File: config.mk
export PLATFORM = sky130hd
export DESIGN_NAME = pncm_dist
export DESIGN_NICKNAME = d
export VERILOG_FILES = /design/src/design/pncm_pkg.sv /design/src/design/pncm_dist.sv
export SDC_FILE = /design/constraint.sdc
export NUM_CORES = 1
export LEC_CHECK = 0
export ABC_AREA = 1
export BUFFER_PORTS_ARGS = -buffer_cell sky130_fd_sc_hd__buf_2
export CAP_MARGIN = 20
export CORE_MARGIN = 4
export CORE_UTILIZATION = 68
export CTS_CLUSTER_SIZE = 10
export DETAILED_ROUTE_END_ITERATION = 7
export GPL_TIMING_DRIVEN = 0
export PLACE_DENSITY = 0.88
export SETUP_SLACK_MARGIN = 0.1
export SLEW_MARGIN = 20
export SYNTH_ARGS = -nofsm -noshare
export SYNTH_HDL_FRONTEND = slang
export SYNTH_SLANG_ARGS = --single-unit
File: constraint.sdc
create_clock -name i_clk -period 8.97 [get_ports i_clk]
set_input_delay 0.897 -clock i_clk [delete_from_list [all_inputs] [get_ports i_clk]]
set_output_delay 0.897 -clock i_clk [all_outputs]
set_load 0.01 [all_outputs]
File: src/design/pncm_pkg.sv
// shared types and constants for the nearest palette colour search
package pncm_pkg;

    localparam int LEVEL_W         = 8;
    localparam int INDEX_W         = 8;
    localparam int COLOUR_W        = 3 * LEVEL_W;
    localparam int SQUARE_W        = 2 * LEVEL_W;
    localparam int DIST_W          = SQUARE_W + 2;
    localparam int PALETTE_ENTRIES_DEF = 256;

    typedef logic [LEVEL_W-1:0]  t_level;
    typedef logic [INDEX_W-1:0]  t_index;
    typedef logic [COLOUR_W-1:0] t_colour;
    typedef logic [SQUARE_W-1:0] t_square;
    typedef logic [DIST_W-1:0]   t_dist;

    // item kinds
    localparam logic KIND_WRITE = 1'b0;
    localparam logic KIND_QUERY = 1'b1;

    localparam t_colour BLACK_COLOUR = '0;
    localparam t_colour WHITE_COLOUR = '1;

    // starting bound of the search, above every reachable distance
    localparam t_dist DIST_START = '1;

endpackage

File: src/design/pncm_dist.sv
// two-stage squared euclidean distance unit shared by every entry of a scan
module pncm_dist (
    input  logic             i_clk,
    input  pncm_pkg::t_colour i_entry,
    input  pncm_pkg::t_colour i_query,
    output pncm_pkg::t_dist   o_dist
);
    import pncm_pkg::*;

    t_square r_sq [3];
    t_dist   r_dist;

    // per component absolute difference and square
    for (genvar k = 0; k < 3; k++) begin : g_lane
        t_level a_lvl;
        t_level b_lvl;
        t_level diff;

        assign a_lvl = i_entry[k*LEVEL_W +: LEVEL_W];
        assign b_lvl = i_query[k*LEVEL_W +: LEVEL_W];
        assign diff  = (a_lvl > b_lvl) ? (a_lvl - b_lvl) : (b_lvl - a_lvl);

        always_ff @(posedge i_clk) begin
            r_sq[k] <= SQUARE_W'(diff) * SQUARE_W'(diff);
        end
    end

    // sum of the three squares
    always_ff @(posedge i_clk) begin
        r_dist <= DIST_W'(r_sq[0]) + DIST_W'(r_sq[1]) + DIST_W'(r_sq[2]);
    end

    assign o_dist = r_dist;

endmodule
==> results of run 1 <==
==> state kept, by name, summed over array words and instances, names as in the netlist <==
| register | cells |
|---|---|
| o_dist | 18 |
| r_sq | 45 |
==> metal layers <==
layer / global-route usage, % / up-vias / wire (um)
li1: - / 4235 / -
met1: 31.8 / 3957 / 8760
met2: 47.9 / 208 / 10200
met3: 3.61 / 51 / 783
met4: 6.05 / 0 / 380
met5: 0 / - / 0
==> stage by stage <==
stage	util (%)	worst slack [ns]	cell area (um2)
final	76.7	2.71	10800
after CTS	76.7	2.79	10800
after detailed placement	74.2	2.48	10400
after floorplan	-	3.14	9860
after global placement	74.2	2.57	10400
after global routing	76.7	2.18	10800
==> cells in the final DEF (no fill, tap or decap), types with 3 or more instances in the layout <==
master / n
sky130_fd_sc_hd__dfxtp_1: 63
sky130_fd_sc_hd__ha_1: 165
sky130_fd_sc_hd__a21oi_1: 91
sky130_fd_sc_hd__buf_2: 68
sky130_fd_sc_hd__clkbuf_1: 3
sky130_fd_sc_hd__o211ai_1: 3
sky130_fd_sc_hd__o21bai_1: 13
sky130_fd_sc_hd__nand4_1: 5
sky130_fd_sc_hd__nand2_2: 14
sky130_fd_sc_hd__nor2_2: 7
sky130_fd_sc_hd__nor2_1: 101
sky130_fd_sc_hd__nand2_1: 262
sky130_fd_sc_hd__nor2_4: 4
sky130_fd_sc_hd__inv_1: 268
sky130_fd_sc_hd__clkbuf_16: 9
sky130_fd_sc_hd__o21ai_0: 26
sky130_fd_sc_hd__inv_2: 18
sky130_fd_sc_hd__o21ai_2: 3
sky130_fd_sc_hd__nand3_1: 33
sky130_fd_sc_hd__xor2_1: 66
sky130_fd_sc_hd__nand3b_1: 5
sky130_fd_sc_hd__o21ai_1: 13
sky130_fd_sc_hd__fa_1: 82
sky130_fd_sc_hd__or2_2: 4
sky130_fd_sc_hd__xnor2_1: 27
sky130_fd_sc_hd__bufinv_16: 3
sky130_fd_sc_hd__a21o_1: 3
sky130_fd_sc_hd__buf_4: 5
sky130_fd_sc_hd__o21a_1: 3
sky130_fd_sc_hd__nand2_4: 12
==> worst min path at each step <==
stage | from | endpoint | slack [ns]
floorplan | r_sq[0][32] | o_dist[0] | 0.50
global placement | r_sq[0][32] | o_dist[1] | 0.53
detailed placement | r_sq[0][32] | o_dist[1] | 0.54
CTS | r_sq[0][32] | o_dist[1] | 0.55
global route | r_sq[0][32] | o_dist[1] | 0.57
finish | r_sq[0][32] | o_dist[1] | 0.55
==> cells by family after synthesis <==
family | after synthesis | synth area share [%]
xor+xnor | 93 | 8.26
buf+inv | 298 | 11.6
flops | 63 | 12.8
simple gates | 456 | 20.4
compound gates | 164 | 9.25
fa+ha+maj | 247 | 37.6
other cells | 1 | 0.0380
==> final cells by class <==
type	count	area (um2)	area share, %
tap	180	225	2.09
multi-input combinational	962	7450	69.2
sequential	63	1260	11.7
timing repair buffer	66	330	3.07
inverter	288	1090	10.1
buffer	10	58.8	0.546
clock buffer	10	239	2.22
clock inverter	6	116	1.08
==> worst max-delay path, delay by kind of cell <==
kind	cells	cell delay, ns
and+or+nand+nor	11	1.20
AOI/OAI and AO/OA	5	1.08
adders and majority gates	6	2.48
buffers and inverters	6	0.50
xor gates and xnor gates	2	0.36
==> summary.md, run 1 <==
| Metric | Value |
|---|---|
| Sequential cell area fraction in the yosys report | `around an eighth` |
| Most frequent cell on the critical path | `sky130_fd_sc_hd__nand2_1` |
| # fillers | `approximately 1000` |
| Detailed placer's ending HPWL | `approximately 17000 um` |
| Detailed-route wire length per cell | `approximately 13 um` |
| Vias in the first global route | `~8600` |
| Total number of vias | `between 8000 and 9000` |
| Peak per-stage delay on the critical path | `about 0.53 ns` |
| Effective utilization at floorplan | `between 70% and 80%` |
| Total placed cells including tap cells | `1569` |
| Residual DRC | `0` |
| Count of non-filler cells in the finished layout | `1585` |
| Yosys warnings | `0` |
| Site Rows | `43` |
| Global-route usage over all layers | `25.9%` |
| H-tree depth reported by CTS | `3` |
| Area share of the largest cell type after synthesis | `between 20% and 30%` |
| Commonest cells in the netlist | `268 x sky130_fd_sc_hd__inv_1, 262 x sky130_fd_sc_hd__nand2_1, 165 x sky130_fd_sc_hd__ha_1` |
| Final Cycle Share | `69.7%` |
| Most frequently used cell type in the post-synthesis netlist | `sky130_fd_sc_hd__inv_1` |
| Relative area change from synthesis to final layout | `9.28%` |
| Leading register cell type out of synthesis | `sky130_fd_sc_hd__dfxtp_1` |
| Number of top-level pins | `between 60 and 70` |
| Per-cell via count in the routed design | `between 5 and 6` |
| Clock buffer depth | `2` |
| Antenna Diode Count | `0` |
| Fmax achieved | `between 150 and 200 MHz` |
| Number of nets in the finished design | `approximately 1700` |
| Worst-case reg-to-reg path depth | `15` |
| Final ANT Viol Nets | `0` |
| Post-layout minimum cycle time | `6.26 ns` |
| Violation count after the first detailed-route iteration | `500` |
| Worst hold-check path type | `reg -> reg` |
| Top area cells in the synthesized netlist | `sky130_fd_sc_hd__ha_1 21%, sky130_fd_sc_hd__fa_1 17%, sky130_fd_sc_hd__dfxtp_1 13%` |
| Unique cell type count in the Yosys netlist | `44` |
| Hold_buf cts | `0` |
| Port bufs | `66` |
| Async S/R FF share, synth | `0%` |
| Average size of a mapped cell | `between 7 and 8 um2` |
| Worst Setup Path Type | `in -> reg` |
| Required time of the critical path | `9.22 ns` |
| Critical path arrival | `around 6.5 ns` |
| Iteration count of the initial detailed-routing pass | `6` |
| CTS buffer count | `9` |
| Post-synthesis cell type with the largest combined area | `sky130_fd_sc_hd__ha_1` |
| Core outline area | `14000 um2` |
| CTS resizes | `0` |
| Fin Clk Skew | `0.00629 ns` |
| Max FO, Critical Path | `9` |
| Register-to-Register Setup Slack | `between 5 and 6 ns` |
| Clock-pin slew reported for the worst setup and hold paths after clock tree synthesis | `about 0.06 ns` |
| CP startpoint | `i_entry[8]` |
| Capturing element type of the critical path | `flop` |
| Area enclosed by the die boundary | `16500 um2` |
| Number of max-slew violations in the final report | `0` |
| Outcome | `completed` |
| Max-capacitance violation count | `0` |
| Initial antenna violation count | `0` |
| Share of post-route cells with drive strength above 1 | `between 10 and 15%` |
| Critical R2R Launch | `r_sq[0][3]` |
| Horizontal die dimension | `about 130 um` |
| Count of final hold-check violations | `0` |
| Number of failing setup endpoints in the final timing report | `0` |
| First-pass GRT wire length | `about 36000 um` |
| Setup repair after global routing missed its margin | `no` |
| TritonCTS clock tree | `done` |
| CP max stage cell | `sky130_fd_sc_hd__fa_1` |
| Total global routing overflow | `0` |
| Sum Neg Setup Slack | `0 ns` |
| Die height | `about 130 um` |
| Worst R2R End | `o_dist[17]` |
| Library cell used as clock root buffer | `sky130_fd_sc_hd__clkbuf_16` |
| Setup fix buffers added after clock tree synthesis | `0` |
| Number of cells traversed by the worst hold path | `1` |
| Flop and latch count out of synthesis | `63` |
| Post-Syn Instances | `1322` |
| Hold_ws | `around 0.55 ns` |
| Capturing element of the worst setup path | `r_sq[0][28]` |
| Final wirelength | `20100 um` |
| Clock insertion delay at the later pin of the skew report | `around 0.33 ns` |
| Clock tree sinks | `63` |
| Maximum number of pins on one net before global-route repair | `13` |
| Number of flops mapped to enable cells by yosys | `0` |
| Crit path launch type | `primary input` |
| Routability congestion estimate | `between 0.9 and 1` |
| Cell area after synthesis | `roughly 9900 um2` |
Power of run 1 is not shown: default switching activity piles up to over one toggle a cycle in this logic, so the estimate is an artifact.
==> inputs of run 2 (changes only) <==
--- a/config.mk
+++ b/config.mk
@@ -9,11 +9,11 @@
 export BUFFER_PORTS_ARGS = -buffer_cell sky130_fd_sc_hd__buf_2
 export CAP_MARGIN = 20
 export CORE_MARGIN = 4
-export CORE_UTILIZATION = 68
+export CORE_UTILIZATION = 64
 export CTS_CLUSTER_SIZE = 10
 export DETAILED_ROUTE_END_ITERATION = 7
 export GPL_TIMING_DRIVEN = 0
-export PLACE_DENSITY = 0.88
+export PLACE_DENSITY = 0.84
 export SETUP_SLACK_MARGIN = 0.1
 export SLEW_MARGIN = 20
 export SYNTH_ARGS = -nofsm -noshare
==> constraint.sdc (replaced) <==
create_clock -name i_clk -period 6.3 [get_ports i_clk]
set_input_delay 0.63 -clock i_clk [delete_from_list [all_inputs] [get_ports i_clk]]
set_output_delay 0.63 -clock i_clk [all_outputs]
set_load 0.01 [all_outputs]
==> summary.md, run 2 (synthesis gave the netlist of run 1 again) <==
| Metric | Value |
|---|---|
| Share of post-route cells with drive strength above 1 | `11.5% (+0.21 points)` |
| Clock tree sinks | `63 (unchanged)` |
| First-pass GRT wire length | `34100 um (-5.4%)` |
| Detailed-route wire length per cell | `12.0 um (-5.4%)` |
| Total number of vias | `8289 (-1.9%)` |
| Site Rows | `45 (+4.7%)` |
| Outcome | `completed` |
| Area enclosed by the die boundary | `17500 um2 (+5.9%)` |
| Routability congestion estimate | `0.910 (-0.93%)` |
| Most flops, register | `r_sq` |
| Setup repair after global routing missed its margin | `no` |
| Count of final hold-check violations | `0 (unchanged)` |
| Number of max-slew violations in the final report | `0 (unchanged)` |
| H-tree depth reported by CTS | `3 (unchanged)` |
| Finished Core Util | `71.1% (-5.6 points)` |
| Capturing element type of the critical path | `flop` |
| Max-capacitance violation count | `0 (unchanged)` |
| Most frequent cells in the layout | `268 x sky130_fd_sc_hd__inv_1, 261 x sky130_fd_sc_hd__nand2_1, 164 x sky130_fd_sc_hd__ha_1` |
| Clock buffer depth | `2 (unchanged)` |
| Critical R2R Launch | `r_sq[0][3]` |
| Maximum number of pins on one net before global-route repair | `13 (unchanged)` |
| Worst Setup Path Type | `in -> reg` |
| Worst hold-check path type | `reg -> reg` |
| Effective utilization at floorplan | `65.1% (-5.1 points)` |
| Slew of the pin with the lowest slew margin | `~0.55 ns` |
| Clock-pin slew reported for the worst setup and hold paths after clock tree synthesis | `0.05 ns (about the same)` |
| Number of top-level pins | `67 (unchanged)` |
| CTS buffer count | `9 (unchanged)` |
| CP max stage cell | `sky130_fd_sc_hd__fa_1` |
| Residual DRC | `0 (unchanged)` |
| Die height | `132 um (+2.9%)` |
| HP Start | `r_sq[0][32]` |
| Number of nets in the finished design | `1696 (unchanged)` |
| Relative area change from synthesis to final layout | `9.21% (about the same)` |
| TritonCTS clock tree | `done` |
| Setup fix buffers added after clock tree synthesis | `0 (unchanged)` |
| Required time of the critical path | `6.52 ns (-2.70 ns)` |
| Iteration count of the initial detailed-routing pass | `6 (unchanged)` |
| Hold_ws | `0.553 ns (+0.00667 ns)` |
| Initial antenna violation count | `0 (unchanged)` |
| # fillers | `1199 (+19%)` |
| Global-route usage over all layers | `22.6% (-3.3 points)` |
| Final ANT Viol Nets | `0 (unchanged)` |
| Final Cycle Share | `between 90 and 100%` |
| Final wirelength | `19100 um (-4.9%)` |
| Library cell used as clock root buffer | `sky130_fd_sc_hd__clkbuf_16` |
| Commonest non-fill, non-tap cell in the layout | `sky130_fd_sc_hd__inv_1` |
| Peak per-stage delay on the critical path | `0.55 ns (+0.02 ns)` |
| Max FO, Critical Path | `10 (+1)` |
| CP startpoint | `i_entry[16]` |
| Crit path launch type | `primary input` |
| Total global routing overflow | `0 (unchanged)` |
| Relative slew slack | `between 60% and 70%` |
| Horizontal die dimension | `132 um (+2.9%)` |
| Fmax achieved | `approximately 170 MHz` |
| Clock insertion delay at the later pin of the skew report | `0.33 ns (about the same)` |
| Port bufs | `66 (unchanged)` |
| Sum Neg Setup Slack | `0 ns (unchanged)` |
| Violation count after the first detailed-route iteration | `518 (+3.6%)` |
| Core outline area | `15100 um2 (+7.9%)` |
| Vias in the first global route | `8039 (-6.0%)` |
| Antenna Diode Count | `0 (unchanged)` |
| Number of failing setup endpoints in the final timing report | `0 (unchanged)` |
| Fin Clk Skew | `0.00367 ns (-0.00263 ns)` |
| Per-cell via count in the routed design | `5.20 (-2.4%)` |
| Detailed placer's ending HPWL | `16000 um (-3.6%)` |
| Flip-flop count of the largest register, all copies and words added | `45 (unchanged)` |
| Critical path arrival | `5.97 ns (-0.54 ns)` |
| Post-layout minimum cycle time | `approximately 5.8 ns` |
==> run 2: cell type report <==
class	instances	area, um2	area share (%)
timing repair buffer	66	330	3.07
clock buffer	9	225	2.09
tap	188	235	2.18
clock inverter	7	97.6	0.906
sequential	63	1260	11.7
buffer	10	58.8	0.546
multi-input combinational	962	7470	69.4
inverter	288	1090	10.1
==> run 2: final timing paths <==
kind	end	slack [ns]	cells after the start
worst max register to register	o_dist[17]	3.29	17
worst min-delay path	o_dist[1]	0.55	1
worst min register to register	o_dist[1]	0.55	1
worst max-delay path	r_sq[0][47]	0.55	31
==> run 2: what timing repair did <==
item                                    in CTS  in global routing
gates resized for setup                      0                  6
endpoints found under the setup margin       0                  4
hold buffers                                 0                  0
==> run 2: critical path, delay by kind of cell <==
family | cells | cell delay (ns)
AOI/OAI and AO/OA | 2 | 0.39
buffers and inverters | 10 | 0.77
and+or+nand+nor | 12 | 1.19
adders and majority gates | 7 | 3.01
==> run 2: stage by stage <==
step           cell area, um2  setup WS, ns  cells
2_1_floorplan            9860         0.738   1323
3_3_place_gp            10400         0.159   1577
3_5_place_dp            10400        0.0791   1577
4_1_cts                 10800         0.381   1593
5_1_grt                 10800         0.103   1593
6_report                10800         0.550   1593
==> run 2: per-layer routing <==
metal / part of all wire (%) / track usage, % / wire (um)
met5: 0 / 0 / 0
met1: 44 / 28.7 / 8470
met4: 1.7 / 5.19 / 332
met3: 3.8 / 2.75 / 719
met2: 50 / 40.8 / 9560
Power of run 2 is left out for the same reason.
==> inputs of run 3 (changes only) <==
--- a/config.mk
+++ b/config.mk
@@ -9,11 +9,12 @@
 export BUFFER_PORTS_ARGS = -buffer_cell sky130_fd_sc_hd__buf_2
 export CAP_MARGIN = 20
 export CORE_MARGIN = 4
-export CORE_UTILIZATION = 64
+export CORE_UTILIZATION = 57
 export CTS_CLUSTER_SIZE = 10
 export DETAILED_ROUTE_END_ITERATION = 7
 export GPL_TIMING_DRIVEN = 0
-export PLACE_DENSITY = 0.84
+export PLACE_DENSITY = 0.79
+export RECOVER_POWER = 25
 export SETUP_SLACK_MARGIN = 0.1
 export SLEW_MARGIN = 20
 export SYNTH_ARGS = -nofsm -noshare
==> constraint.sdc (replaced) <==
create_clock -name i_clk -period 5.1 [get_ports i_clk]
set_input_delay 0.51 -clock i_clk [delete_from_list [all_inputs] [get_ports i_clk]]
set_output_delay 0.51 -clock i_clk [all_outputs]
set_load 0.01 [all_outputs]
==> summary.md, run 3 (synthesis gave the netlist of run 1 again) <==
| Metric | Value |
|---|---|
| Worst R2R End | `o_dist[17]` |
| Detailed-route wire length per cell | `17.4 um (+45%)` |
| Required time of the critical path | `5.32 ns (-1.20 ns)` |
| WHS Endpoint | `o_dist[0]` |
| Total global routing overflow | `0 (unchanged)` |
| Relative area change from synthesis to final layout | `35.7%` |
| Detailed placer's ending HPWL | `16700 um (+4.4%)` |
| Worst hold-check path type | `reg -> reg` |
| Global-route usage over all layers | `23.9% (+1.4 points)` |
| Fin Clk Skew | `0.00553 ns (+0.00187 ns)` |
| Violations in the final reports | `negative setup slack` |
| Max FO, Critical Path | `7 (-3)` |
| Die height | `140 um (+5.6%)` |
| CTS buffer count | `9 (unchanged)` |
| Count of final hold-check violations | `0 (unchanged)` |
| Worst Setup Path Type | `in -> reg` |
| Clock insertion delay at the later pin of the skew report | `0.33 ns (about the same)` |
| Capturing element type of the critical path | `flop` |
| Most frequent cells in the layout | `232 x sky130_fd_sc_hd__inv_1, 208 x sky130_fd_sc_hd__nand2_1, 130 x sky130_fd_sc_hd__ha_1` |
| TritonCTS clock tree | `done` |
| Post-route worst setup slack | `-0.440 ns (-0.990 ns)` |
| Effective utilization at floorplan | `58.8% (-6.3 points)` |
| Maximum number of pins on one net before global-route repair | `11 (-2)` |
| Number of max-slew violations in the final report | `0 (unchanged)` |
| Global-route met2 utilization | `43.3% (+2.5 points)` |
| Port bufs | `66 (unchanged)` |
| Outcome | `finished, violations left` |
| Iteration count of the initial detailed-routing pass | `5 (-1)` |
| Critical path arrival | `5.76 ns (-0.21 ns)` |
| Vias in the first global route | `9047 (+13%)` |
| Clock buffer depth | `2 (unchanged)` |
| Final Cycle Share | `109%` |
| Finished Core Util | `79.8% (+8.7 points)` |
| Clock tree sinks | `63 (unchanged)` |
| Horizontal die dimension | `140 um (+5.6%)` |
| Routability congestion estimate | `0.871 (-4.3%)` |
| Total number of vias | `9964 (+20%)` |
| Fmax achieved | `181 MHz` |
| Library cell used as clock root buffer | `sky130_fd_sc_hd__clkbuf_16` |
| Area enclosed by the die boundary | `19500 um2 (+12%)` |
| Critical R2R Launch | `r_sq[0][19]` |
| H-tree depth reported by CTS | `3 (unchanged)` |
| Number of nets in the finished design | `1830 (+7.9%)` |
| Number of cells traversed by the worst hold path | `1 (unchanged)` |
| Site Rows | `47 (+4.4%)` |
| Relative slew slack | `65.5% (+2.4 points)` |
| Number of failing setup endpoints in the final timing report | `15 (+15)` |
| Slew of the pin with the lowest slew margin | `0.514 ns (-0.0396 ns)` |
| Most flops, register | `r_sq` |
| Per-cell via count in the routed design | `5.67 (+8.9%)` |
| Flip-flop count of the largest register, all copies and words added | `45 (unchanged)` |
| Hold_buf cts | `0 (unchanged)` |
| Max-capacitance violation count | `0 (unchanged)` |
| First-pass GRT wire length | `39800 um (+17%)` |
| Setup repair after global routing missed its margin | `yes` |
| Clock-pin slew reported for the worst setup and hold paths after clock tree synthesis | `0.05 ns (about the same)` |
| Register-to-Register Setup Slack | `1.77 ns (-1.52 ns)` |
| GR met1 Demand/Resource | `29.6% (+0.82 points)` |
| Share of post-route cells with drive strength above 1 | `33.1% (+22 points)` |
| Number of top-level pins | `67 (unchanged)` |
| Final ANT Viol Nets | `0 (unchanged)` |
| Worst-case reg-to-reg path depth | `17 (unchanged)` |
| Core outline area | `16800 um2 (+11%)` |
| Commonest non-fill, non-tap cell in the layout | `sky130_fd_sc_hd__inv_1` |
| HP Start | `r_sq[0][32]` |
| Initial antenna violation count | `0 (unchanged)` |
| Post-layout minimum cycle time | `~5.5 ns` |
| Residual DRC | `0 (unchanged)` |
| Antenna Diode Count | `0 (unchanged)` |
| Final wirelength | `30600 um (+61%)` |
| Violation count after the first detailed-route iteration | `574 (+11%)` |
| Crit path launch type | `primary input` |
| Busiest metal layer after global routing | `met2` |
| Fraction of met3 tracks used by global routing | `3.09% (+0.34 points)` |
[run 3: cell count changes in the layout (fill, tap and decap cells not counted), sizes merged]
cell / change
bufinv: -1
nand2: +2
clkbuf: +1
clkinvlp: -2
clkinv: +4
inv: -4
buf: +133
[run 3: per-stage QoR]
stage	instances	hold slack [ns]	TNS (ns)	instance area [um2]	worst slack [ns]
after floorplan	1323	0.501	0	10200	0.00665
after global placement	1609	0.516	-5.35	10800	-0.591
after detailed placement	1609	0.518	-6.88	10800	-0.676
after CTS	1689	0.529	0	11900	0.00775
after global routing	1758	0.569	-5.08	13400	-0.659
final	1758	0.565	-2.16	13400	-0.440
[run 3: how the worst max path moves through the flow]
stage | slack, ns | from | cells after the start | to
after detailed placement | -0.68 | i_entry[16] | 30 | r_sq[0][47]
after global placement | -0.59 | i_entry[16] | 30 | r_sq[0][47]
after global routing | -0.66 | i_entry[18] | 28 | r_sq[0][47]
after CTS | 0.008 | i_entry[16] | 31 | r_sq[0][47]
final | -0.44 | i_entry[18] | 28 | r_sq[0][47]
after floorplan | 0.007 | i_entry[16] | 30 | r_sq[0][47]
[run 3: layout make-up]
type	count	area, um2
tap	220	275
inverter	288	1200
multi-input combinational	964	8780
fill	943	3380
clock buffer	11	253
timing repair buffer	199	1480
buffer	9	82.6
clock inverter	4	45.0
sequential	63	1260
[run 3: critical path: stages]
cell,delay (ns)
sky130_fd_sc_hd__buf_2,0.10
sky130_fd_sc_hd__inv_1,0.05
sky130_fd_sc_hd__ha_1,0.30
sky130_fd_sc_hd__buf_6,0.15
sky130_fd_sc_hd__a21oi_2,0.25
sky130_fd_sc_hd__o21ai_2,0.16
sky130_fd_sc_hd__a21oi_2,0.17
sky130_fd_sc_hd__xor2_1,0.28
sky130_fd_sc_hd__nand2_2,0.10
sky130_fd_sc_hd__nand2_4,0.11
sky130_fd_sc_hd__clkinv_4,0.08
sky130_fd_sc_hd__nor2_4,0.11
sky130_fd_sc_hd__inv_2,0.05
sky130_fd_sc_hd__fa_1,0.52
sky130_fd_sc_hd__inv_2,0.04
sky130_fd_sc_hd__fa_2,0.53
sky130_fd_sc_hd__inv_2,0.04
sky130_fd_sc_hd__fa_1,0.48
sky130_fd_sc_hd__fa_1,0.51
sky130_fd_sc_hd__inv_2,0.05
sky130_fd_sc_hd__ha_4,0.27
sky130_fd_sc_hd__nand4_1,0.11
sky130_fd_sc_hd__o221ai_2,0.21
sky130_fd_sc_hd__nand2_1,0.11
sky130_fd_sc_hd__o21bai_1,0.21
sky130_fd_sc_hd__inv_1,0.11
sky130_fd_sc_hd__nand2_2,0.09
sky130_fd_sc_hd__nand2_2,0.06
[run 3: per-layer routing]
| metal | up-vias | wire length, um |
|---|---|---|
| li1 | 4507 | - |
| met1 | 4764 | 11500 |
| met2 | 505 | 15500 |
| met3 | 188 | 1750 |
| met4 | 0 | 1890 |
| met5 | - | 0 |
[run 3: timing repair]
item                       in CTS  in global routing
buffers inserted               64                 70
cloned                          2                  0
gates resized for setup        73                220
setup endpoints to repair      15                 23
pin swaps                      43                110
Power of run 3 is left out for the same reason.
